[src/rtl/core/ifhg_pkg.sv]
// ----------------------------------------------------------------------------
// ifhg_pkg
// Types, constants and helpers shared by the IPv4 fragment header generator.
// ----------------------------------------------------------------------------
`default_nettype none

package ifhg_pkg;

    localparam int FPS_W   = 11;
    localparam int TTL_W   = 8;
    localparam int LEN_W   = 16;
    localparam int IDX_W   = 6;
    localparam int OFF_W   = 13;
    localparam int TOT_W   = 11;
    localparam int CKS_W   = 16;
    localparam int CFG_IDX_W = 1;

    // register indexes on the configuration port
    localparam logic [CFG_IDX_W-1:0] REG_FRAG_SIZE = 1'd0;
    localparam logic [CFG_IDX_W-1:0] REG_TTL       = 1'd1;

    localparam logic [FPS_W-1:0] FPS_RESET = 11'd1480;
    localparam logic [TTL_W-1:0] TTL_RESET = 8'd64;
    localparam logic [FPS_W-1:0] FPS_MIN   = 11'd1040;
    localparam logic [FPS_W-1:0] FPS_MAX   = 11'd1480;
    localparam logic [TOT_W-1:0] HDR_BYTES = 11'd20;
    localparam logic [IDX_W-1:0] IDX_LAST  = 6'd63;

    // version 4, header length 5 words, type of service 0
    localparam logic [15:0] VER_IHL_TOS = 16'h4500;

    typedef struct packed {
        logic [15:0] payload_length;
        logic [15:0] identification;
        logic [7:0]  protocol;
        logic [31:0] source_address;
        logic [31:0] destination_address;
    } desc_t;

    typedef struct packed {
        logic [IDX_W-1:0] fragment_index;
        logic [OFF_W-1:0] frag_offset;
        logic [TOT_W-1:0] total_len;
        logic             more_fragments;
        logic [CKS_W-1:0] header_checksum;
        logic             last;
    } hdr_t;

    // header words that feed the checksum unit
    typedef struct packed {
        logic [TOT_W-1:0] total_len;
        logic [15:0]      identification;
        logic [15:0]      flags_offset;
        logic [TTL_W-1:0] ttl;
        logic [7:0]       protocol;
        logic [31:0]      source_address;
        logic [31:0]      destination_address;
    } cks_hdr_t;

    function automatic logic [FPS_W-1:0] frag_size(input logic [FPS_W-1:0] v);
        logic [FPS_W-1:0] s;
        s = v;
        if (s < FPS_MIN) s = FPS_MIN;
        if (s > FPS_MAX) s = FPS_MAX;
        return {s[FPS_W-1:3], 3'b000};
    endfunction

endpackage

`default_nettype wire

[src/rtl/core/ifhg_cks.sv]
// ----------------------------------------------------------------------------
// ifhg_cks
// Iterative ones'-complement header checksum: one 16-bit word per cycle.
// ----------------------------------------------------------------------------
`default_nettype none

module ifhg_cks
(
    input  wire logic              clk,
    input  wire logic              rst_n,
    input  wire logic              start,
    input  wire ifhg_pkg::cks_hdr_t hdr,
    output      logic              done,
    output      logic [15:0]       checksum
);
    import ifhg_pkg::*;

    localparam int NWORDS = 9;
    localparam logic [3:0] W_LAST = 4'(NWORDS - 1);

    localparam logic [3:0] W_VER   = 4'd0;
    localparam logic [3:0] W_TOT   = 4'd1;
    localparam logic [3:0] W_ID    = 4'd2;
    localparam logic [3:0] W_FLAGS = 4'd3;
    localparam logic [3:0] W_TTL   = 4'd4;
    localparam logic [3:0] W_SRCH  = 4'd5;
    localparam logic [3:0] W_SRCL  = 4'd6;
    localparam logic [3:0] W_DSTH  = 4'd7;
    localparam logic [3:0] W_DSTL  = 4'd8;

    logic        busy_reg, busy_next;
    logic [3:0]  cnt_reg, cnt_next;
    logic [15:0] acc_reg, acc_next;
    logic [15:0] word;
    logic [16:0] sum;

    always_comb
    begin
        case (cnt_reg)
            W_VER:   word = VER_IHL_TOS;
            W_TOT:   word = {5'd0, hdr.total_len};
            W_ID:    word = hdr.identification;
            W_FLAGS: word = hdr.flags_offset;
            W_TTL:   word = {hdr.ttl, hdr.protocol};
            W_SRCH:  word = hdr.source_address[31:16];
            W_SRCL:  word = hdr.source_address[15:0];
            W_DSTH:  word = hdr.destination_address[31:16];
            W_DSTL:  word = hdr.destination_address[15:0];
            default: word = 16'd0;
        endcase
    end

    // end-around carry add
    assign sum = {1'b0, acc_reg} + {1'b0, word};

    always_comb
    begin
        busy_next = busy_reg;
        cnt_next  = cnt_reg;
        acc_next  = acc_reg;
        if (start)
        begin
            busy_next = 1'b1;
            cnt_next  = 4'd0;
            acc_next  = 16'd0;
        end
        else if (busy_reg)
        begin
            acc_next = sum[15:0] + {15'd0, sum[16]};
            cnt_next = cnt_reg + 4'd1;
            if (cnt_reg == W_LAST)
                busy_next = 1'b0;
        end
    end

    assign done     = busy_reg && (cnt_reg == W_LAST);
    assign checksum = ~acc_next;

    always_ff @(posedge clk or negedge rst_n)
    begin
        if (!rst_n)
        begin
            busy_reg <= 1'b0;
            cnt_reg  <= 4'd0;
        end
        else
        begin
            busy_reg <= busy_next;
            cnt_reg  <= cnt_next;
        end
    end

    always_ff @(posedge clk)
    begin
        acc_reg <= acc_next;
    end

endmodule

`default_nettype wire

[src/rtl/core/ipv4_fragment_header_generator_unit.sv]
// ----------------------------------------------------------------------------
// ipv4_fragment_header_generator_unit
// Cuts one datagram descriptor into fragments and emits one IPv4 header each.
// ----------------------------------------------------------------------------
// Usage:
//   desc channel (desc_valid/desc_stall/desc): one datagram descriptor per
//   item. desc_stall is high from acceptance until the last header of that
//   datagram has been taken.
//   hdr channel (hdr_valid/hdr_stall/hdr): one header item per fragment, in
//   order, the last one flagged by hdr.last.
//   cfg port (cfg_we/cfg_index/cfg_data): fragment payload size and TTL;
//   write only while idle.
// Timing: each fragment passes a length step (ST_CALC), the checksum words
//   through the shared adder (ST_SUM) and an output step (ST_OUT), plus any
//   time hdr_stall holds the output; the single checksum adder sets the pace.
// Reset: returns to idle with fragment size 1480 and TTL 64.
// A stalled header item holds its value until it is taken.
// ----------------------------------------------------------------------------
`default_nettype none

module ipv4_fragment_header_generator_unit
(
    input  wire logic                       clk,
    input  wire logic                       rst_n,
    input  wire logic                       desc_valid,
    output      logic                       desc_stall,
    input  wire ifhg_pkg::desc_t            desc,
    output      logic                       hdr_valid,
    input  wire logic                       hdr_stall,
    output      ifhg_pkg::hdr_t             hdr,
    input  wire logic                       cfg_we,
    input  wire logic [ifhg_pkg::CFG_IDX_W-1:0] cfg_index,
    input  wire logic [ifhg_pkg::FPS_W-1:0] cfg_data
);
    import ifhg_pkg::*;

    localparam logic [1:0] ST_IDLE = 2'd0;
    localparam logic [1:0] ST_CALC = 2'd1;
    localparam logic [1:0] ST_SUM  = 2'd2;
    localparam logic [1:0] ST_OUT  = 2'd3;

    logic [1:0]       state_reg, state_next;
    logic [FPS_W-1:0] fps_reg, fps_next;
    logic [TTL_W-1:0] ttl_reg, ttl_next;

    desc_t            desc_reg, desc_next;
    logic [LEN_W-1:0] remain_reg, remain_next;
    logic [LEN_W-1:0] offs_reg, offs_next;
    logic [IDX_W-1:0] idx_reg, idx_next;
    logic [FPS_W-1:0] fs_reg, fs_next;
    logic [FPS_W-1:0] chunk_reg, chunk_next;
    logic [TOT_W-1:0] total_reg, total_next;
    logic             mf_reg, mf_next;
    logic             final_reg, final_next;
    logic [CKS_W-1:0] cks_reg, cks_next;

    logic [FPS_W-1:0] chunk_c;
    logic             final_c;
    logic             desc_acc;
    logic             cks_start;
    logic             cks_done;
    cks_hdr_t         cks_hdr;
    logic [CKS_W-1:0] cks_val;

    assign desc_stall = (state_reg != ST_IDLE);
    assign hdr_valid  = (state_reg == ST_OUT);
    assign desc_acc   = desc_valid && !desc_stall;

    assign final_c = (remain_reg <= {5'd0, fs_reg});
    assign chunk_c = (remain_reg < {5'd0, fs_reg}) ? remain_reg[FPS_W-1:0] : fs_reg;

    assign cks_start = (state_reg == ST_CALC);

    always_comb
    begin
        cks_hdr.total_len           = total_reg;
        cks_hdr.identification      = desc_reg.identification;
        cks_hdr.flags_offset        = {2'b00, mf_reg, offs_reg[LEN_W-1:3]};
        cks_hdr.ttl                 = ttl_reg;
        cks_hdr.protocol            = desc_reg.protocol;
        cks_hdr.source_address      = desc_reg.source_address;
        cks_hdr.destination_address = desc_reg.destination_address;
    end

    ifhg_cks u_cks
    (
        .clk      (clk),
        .rst_n    (rst_n),
        .start    (cks_start),
        .hdr      (cks_hdr),
        .done     (cks_done),
        .checksum (cks_val)
    );

    always_comb
    begin
        state_next  = state_reg;
        fps_next    = fps_reg;
        ttl_next    = ttl_reg;
        desc_next   = desc_reg;
        remain_next = remain_reg;
        offs_next   = offs_reg;
        idx_next    = idx_reg;
        fs_next     = fs_reg;
        chunk_next  = chunk_reg;
        total_next  = total_reg;
        mf_next     = mf_reg;
        final_next  = final_reg;
        cks_next    = cks_reg;

        if (cfg_we)
        begin
            case (cfg_index)
                REG_FRAG_SIZE: fps_next = cfg_data;
                REG_TTL:       ttl_next = cfg_data[TTL_W-1:0];
                default:       ;
            endcase
        end

        case (state_reg)
            ST_IDLE:
            begin
                if (desc_acc)
                begin
                    desc_next   = desc;
                    remain_next = desc.payload_length;
                    offs_next   = '0;
                    idx_next    = '0;
                    fs_next     = frag_size(fps_reg);
                    state_next  = ST_CALC;
                end
            end
            ST_CALC:
            begin
                chunk_next = chunk_c;
                final_next = final_c;
                mf_next    = !final_c;
                total_next = chunk_c + HDR_BYTES;
                state_next = ST_SUM;
            end
            ST_SUM:
            begin
                if (cks_done)
                begin
                    cks_next   = cks_val;
                    state_next = ST_OUT;
                end
            end
            ST_OUT:
            begin
                if (!hdr_stall)
                begin
                    if (final_reg || idx_reg == IDX_LAST)
                        state_next = ST_IDLE;
                    else
                    begin
                        // advance to the next fragment
                        remain_next = remain_reg - {5'd0, chunk_reg};
                        offs_next   = offs_reg + {5'd0, chunk_reg};
                        idx_next    = idx_reg + 6'd1;
                        state_next  = ST_CALC;
                    end
                end
            end
            default: state_next = ST_IDLE;
        endcase
    end

    always_comb
    begin
        hdr.fragment_index  = idx_reg;
        hdr.frag_offset     = offs_reg[LEN_W-1:3];
        hdr.total_len       = total_reg;
        hdr.more_fragments  = mf_reg;
        hdr.header_checksum = cks_reg;
        hdr.last            = final_reg;
    end

    always_ff @(posedge clk or negedge rst_n)
    begin
        if (!rst_n)
        begin
            state_reg <= ST_IDLE;
            fps_reg   <= FPS_RESET;
            ttl_reg   <= TTL_RESET;
        end
        else
        begin
            state_reg <= state_next;
            fps_reg   <= fps_next;
            ttl_reg   <= ttl_next;
        end
    end

    always_ff @(posedge clk)
    begin
        desc_reg   <= desc_next;
        remain_reg <= remain_next;
        offs_reg   <= offs_next;
        idx_reg    <= idx_next;
        fs_reg     <= fs_next;
        chunk_reg  <= chunk_next;
        total_reg  <= total_next;
        mf_reg     <= mf_next;
        final_reg  <= final_next;
        cks_reg    <= cks_next;
    end

endmodule

`default_nettype wire

[config.mk]
export PLATFORM = sky130hd
export DESIGN_NAME = ipv4_fragment_header_generator_unit
export DESIGN_NICKNAME = d
export VERILOG_FILES = /design/src/rtl/core/ifhg_pkg.sv /design/src/rtl/core/ifhg_cks.sv /design/src/rtl/core/ipv4_fragment_header_generator_unit.sv
export SDC_FILE = /design/constraint.sdc
export NUM_CORES = 1
export LEC_CHECK = 0
export ABC_AREA = 1
export BUFFER_PORTS_ARGS = -buffer_cell sky130_fd_sc_hd__buf_2
export CORE_MARGIN = 2
export CORE_UTILIZATION = 62
export CTS_CLUSTER_DIAMETER = 60
export CTS_CLUSTER_SIZE = 14
export DETAILED_ROUTE_END_ITERATION = 8
export HOLD_SLACK_MARGIN = 0.06
export PLACE_DENSITY = 0.86
export SYNTH_ARGS = -nofsm -noshare
export SYNTH_HDL_FRONTEND = slang
export SYNTH_HIERARCHICAL = 1
export SYNTH_SLANG_ARGS = --single-unit
[constraint.sdc]
create_clock -name clk -period 12.7 [get_ports clk]
set_input_delay 1.905 -clock clk [delete_from_list [all_inputs] [get_ports clk]]
set_output_delay 1.905 -clock clk [all_outputs]
set_load 0.02 [all_outputs]
==> impl_metrics.json <==
{
  "run_status": "completed",
  "ctsResizeCount": 0,
  "synth_flop_cell": "sky130_fd_sc_hd__edfxtp_1",
  "clk_transition_reported_paths_ns": 0.07,
  "critPathMaxFanout": 16,
  "global_route.usage.total_pct": 30.2,
  "clkSinkCount": 214,
  "cap_viol_max_count": 0,
  "cell_area_synth_um2": 11800,
  "grt_first_pass_wirelength_um": 47100,
  "synth_edf_count": 172,
  "cts_inserted_buffers": 21,
  "finalWirelength_um": 30300,
  "tightest_slew_ns": 1.25,
  "grt_max_degree": 86,
  "post_cts_setup_driven_buffer_insertion_count": 0,
  "dp_cells": 1632,
  "grt_pass1_vias": 9081,
  "routed_vias": 9518,
  "design.die.area_um2": 20100,
  "clockRootBuffer": "sky130_fd_sc_hd__clkbuf_16",
  "post_synth_num_cell_types": 51,
  "power.ir.vdd_worst_mv": 0.172,
  "timing_hold_violations_final": 0,
  "skew_ns": 0.0235,
  "layout_worst_path_cycle_share_pct": 38.4,
  "min_period_ns": 4.88,
  "gp_congestion": 0.970,
  "crit_path_max_incr_delay_ns": 0.87,
  "asyncSetResetFlopFracSynth_pct": 12.1,
  "final-max-slew-violation-count": 0,
  "initial_utilization_pct": 63.1,
  "dieWidth_um": 142,
  "core_region_um2": 18600,
  "crit_slowest_cell": "sky130_fd_sc_hd__nor2_1",
  "worst-endpoint-arrival_ns": 5.15,
  "layout.cells.most_common": "sky130_fd_sc_hd__nand2_1",
  "worst_min_path_class": "reg -> reg",
  "critPathMostFrequentCell": "sky130_fd_sc_hd__nand2_1",
  "rows": 50,
  "mostFrequentLayoutCells": "sky130_fd_sc_hd__nand2_1 (308), sky130_fd_sc_hd__edfxtp_1 (172), sky130_fd_sc_hd__inv_1 (170), sky130_fd_sc_hd__buf_2 (170), sky130_fd_sc_hd__nand3_1 (74)",
  "grt_remaining_overflow": 0,
  "synth.avg_cell_area_um2": 9.30,
  "setup_viol": 0,
  "routedWlPerCell_um": 18.1,
  "antenna_violating_nets_remaining": 0,
  "yosysWarnings": 6,
  "rsz0062_at_grt": "no",
  "max_slew_margin_pct": 16.1,
  "vertical_die_dimension_um": 142,
  "cts_htree_levels": 1,
  "final.setup.tns_ns": 0,
  "yosys_register_bits": 214,
  "initialDrtViolationCount": 1008,
  "syn-instance-count": 1264,
  "drt-vias-per-instance": 5.70,
  "clockBufferDepth": 3,
  "area_growth_syn_to_layout_pct": 13.6,
  "io_buffer_count": 170,
  "largest_register_ffs": 88,
  "synth_seq_area_share_pct": 52.2,
  "fin_util_pct": 71.6,
  "dr.pass1.iters": 5,
  "initial_antenna_violation_count": 1,
  "finalHoldWorstSlack_ns": 0.491,
  "tritoncts": "yes",
  "detail_route.drc_violations": 0,
  "dpl.hpwl_um": 22800,
  "clock.fmax_mhz": 205,
  "static-leakage-power_nw": 6.13,
  "drive_above_1_share_pct": 20.3,
  "end_kind": "flop",
  "final_cells": 1671,
  "critPathRequiredTime_ns": 12.97,
  "layout.nets": 1603,
  "crit_path_start_kind": "flop",
  "worstSkewPairLatency_ns": 0.51,
  "top_level_ports": 171,
  "worst-setup-path-type": "reg -> reg",
  "cts.hold.buffers_added": 0,
  "pwr_density_cell_nw_per_um2": 305
}
power by group:
group	internal, mW	leakage [nW]	switching, mW
logic	0.720	3.77	1.49
registers	1.07	2.04	0.178
clock network	0.339	0.316	0.266
path summary, 6_finish.rpt:
| path | from | to | slack, ns | depth (start not counted) |
|---|---|---|---|---|
| worst max-delay path | u_cks/cnt_reg[0] | cks_reg[12] | 7.82 | 29 |
| worst min register to register | fps_reg[2] | fps_reg[2] | 0.49 | 2 |
| worst max register to register | u_cks/cnt_reg[0] | cks_reg[12] | 7.82 | 29 |
| worst min-delay path | fps_reg[2] | fps_reg[2] | 0.49 | 2 |
| min in group asynchronous | rst_n | fps_reg[9] | 1.43 | 1 |
| max in group asynchronous | rst_n | state_reg[0] | 10.82 | 1 |
cell type report:
| class | instances | area [um^2] |
|---|---|---|
| inverter | 180 | 678 |
| sequential | 214 | 6140 |
| tap | 234 | 293 |
| clock buffer | 32 | 577 |
| antenna | 1 | 2.50 |
| timing repair buffer | 178 | 911 |
| fill | 1381 | 5290 |
| multi-input combinational | 826 | 4670 |
| clock inverter | 6 | 81.3 |
Yosys cell counts, types with 3 or more instances:
master,instances,share of area [%]
sky130_fd_sc_hd__nand2_1,308,9.8
sky130_fd_sc_hd__edfxtp_1,172,44
sky130_fd_sc_hd__inv_1,171,5.5
sky130_fd_sc_hd__nand3_1,74,3.1
sky130_fd_sc_hd__nor2_1,74,2.4
sky130_fd_sc_hd__ha_1,58,6.2
sky130_fd_sc_hd__o21ai_0,56,2.4
sky130_fd_sc_hd__a21oi_1,52,2.2
sky130_fd_sc_hd__nand2_2,37,2.0
sky130_fd_sc_hd__buf_4,27,1.7
sky130_fd_sc_hd__a221oi_1,25,1.9
sky130_fd_sc_hd__a22o_1,25,1.9
sky130_fd_sc_hd__dfrtp_1,20,4.3
sky130_fd_sc_hd__clkbuf_1,16,0.51
sky130_fd_sc_hd__dfxtp_1,16,2.7
sky130_fd_sc_hd__nand4_1,16,0.85
sky130_fd_sc_hd__nor3_1,12,0.51
sky130_fd_sc_hd__nor2_2,10,0.53
sky130_fd_sc_hd__inv_2,7,0.22
sky130_fd_sc_hd__dfstp_2,6,1.3
sky130_fd_sc_hd__xor2_1,6,0.45
sky130_fd_sc_hd__a31oi_1,5,0.27
sky130_fd_sc_hd__nand2_4,5,0.48
sky130_fd_sc_hd__nand3b_1,5,0.32
sky130_fd_sc_hd__o21ai_1,5,0.21
sky130_fd_sc_hd__o21bai_1,5,0.32
sky130_fd_sc_hd__xnor2_1,5,0.37
sky130_fd_sc_hd__fa_1,3,0.51
sky130_fd_sc_hd__mux2_2,3,0.29
sky130_fd_sc_hd__nand3_4,3,0.45
sky130_fd_sc_hd__nor2_4,3,0.29
sky130_fd_sc_hd__nor4_1,3,0.16
sky130_fd_sc_hd__o21a_1,3,0.19
sky130_fd_sc_hd__o22ai_1,3,0.16
per-stage QoR:
stage	setup WS, ns	area, um^2	power [mW]
after floorplan	8.44	11800	2.89
after global placement	8.12	12700	3.35
after detailed placement	7.93	12700	3.42
after CTS	7.88	13400	4.04
after global routing	7.32	13400	4.39
final	7.82	13400	4.07
worst max-delay path: cells and delay by family, from the launching register on:
kind	cells	cell delay [ns]
simple gates	18	2.55
fa+ha+maj	4	0.84
compound gates	4	0.57
flops	1	0.41
buf+inv	3	0.27
cells by family (layout without fill, tap and decap cells):
kind of cell,count (synthesis),after routing,synth area share [%]
xor+xnor,11,11,0.819
mux,3,3,0.287
buf+inv,226,396,8.17
compound gates,188,188,10.1
flops,214,214,52.2
fa+ha+maj,61,61,6.68
simple gates,559,559,21.7
other cells,2,5,0.0639
metal layers:
layer  global-route usage (%)  vias to the layer above  wire, um  share of wire [%]
met5                        0                        -         0                  0
met2                     50.7                      421     14700                 49
met4                     10.1                        0       988                3.3
met3                     4.83                       63      2440                8.0
li1                         -                     4564         -                  -
met1                     40.4                     4470     12200                 40
Note: power is estimated with default switching activity, not from simulation.
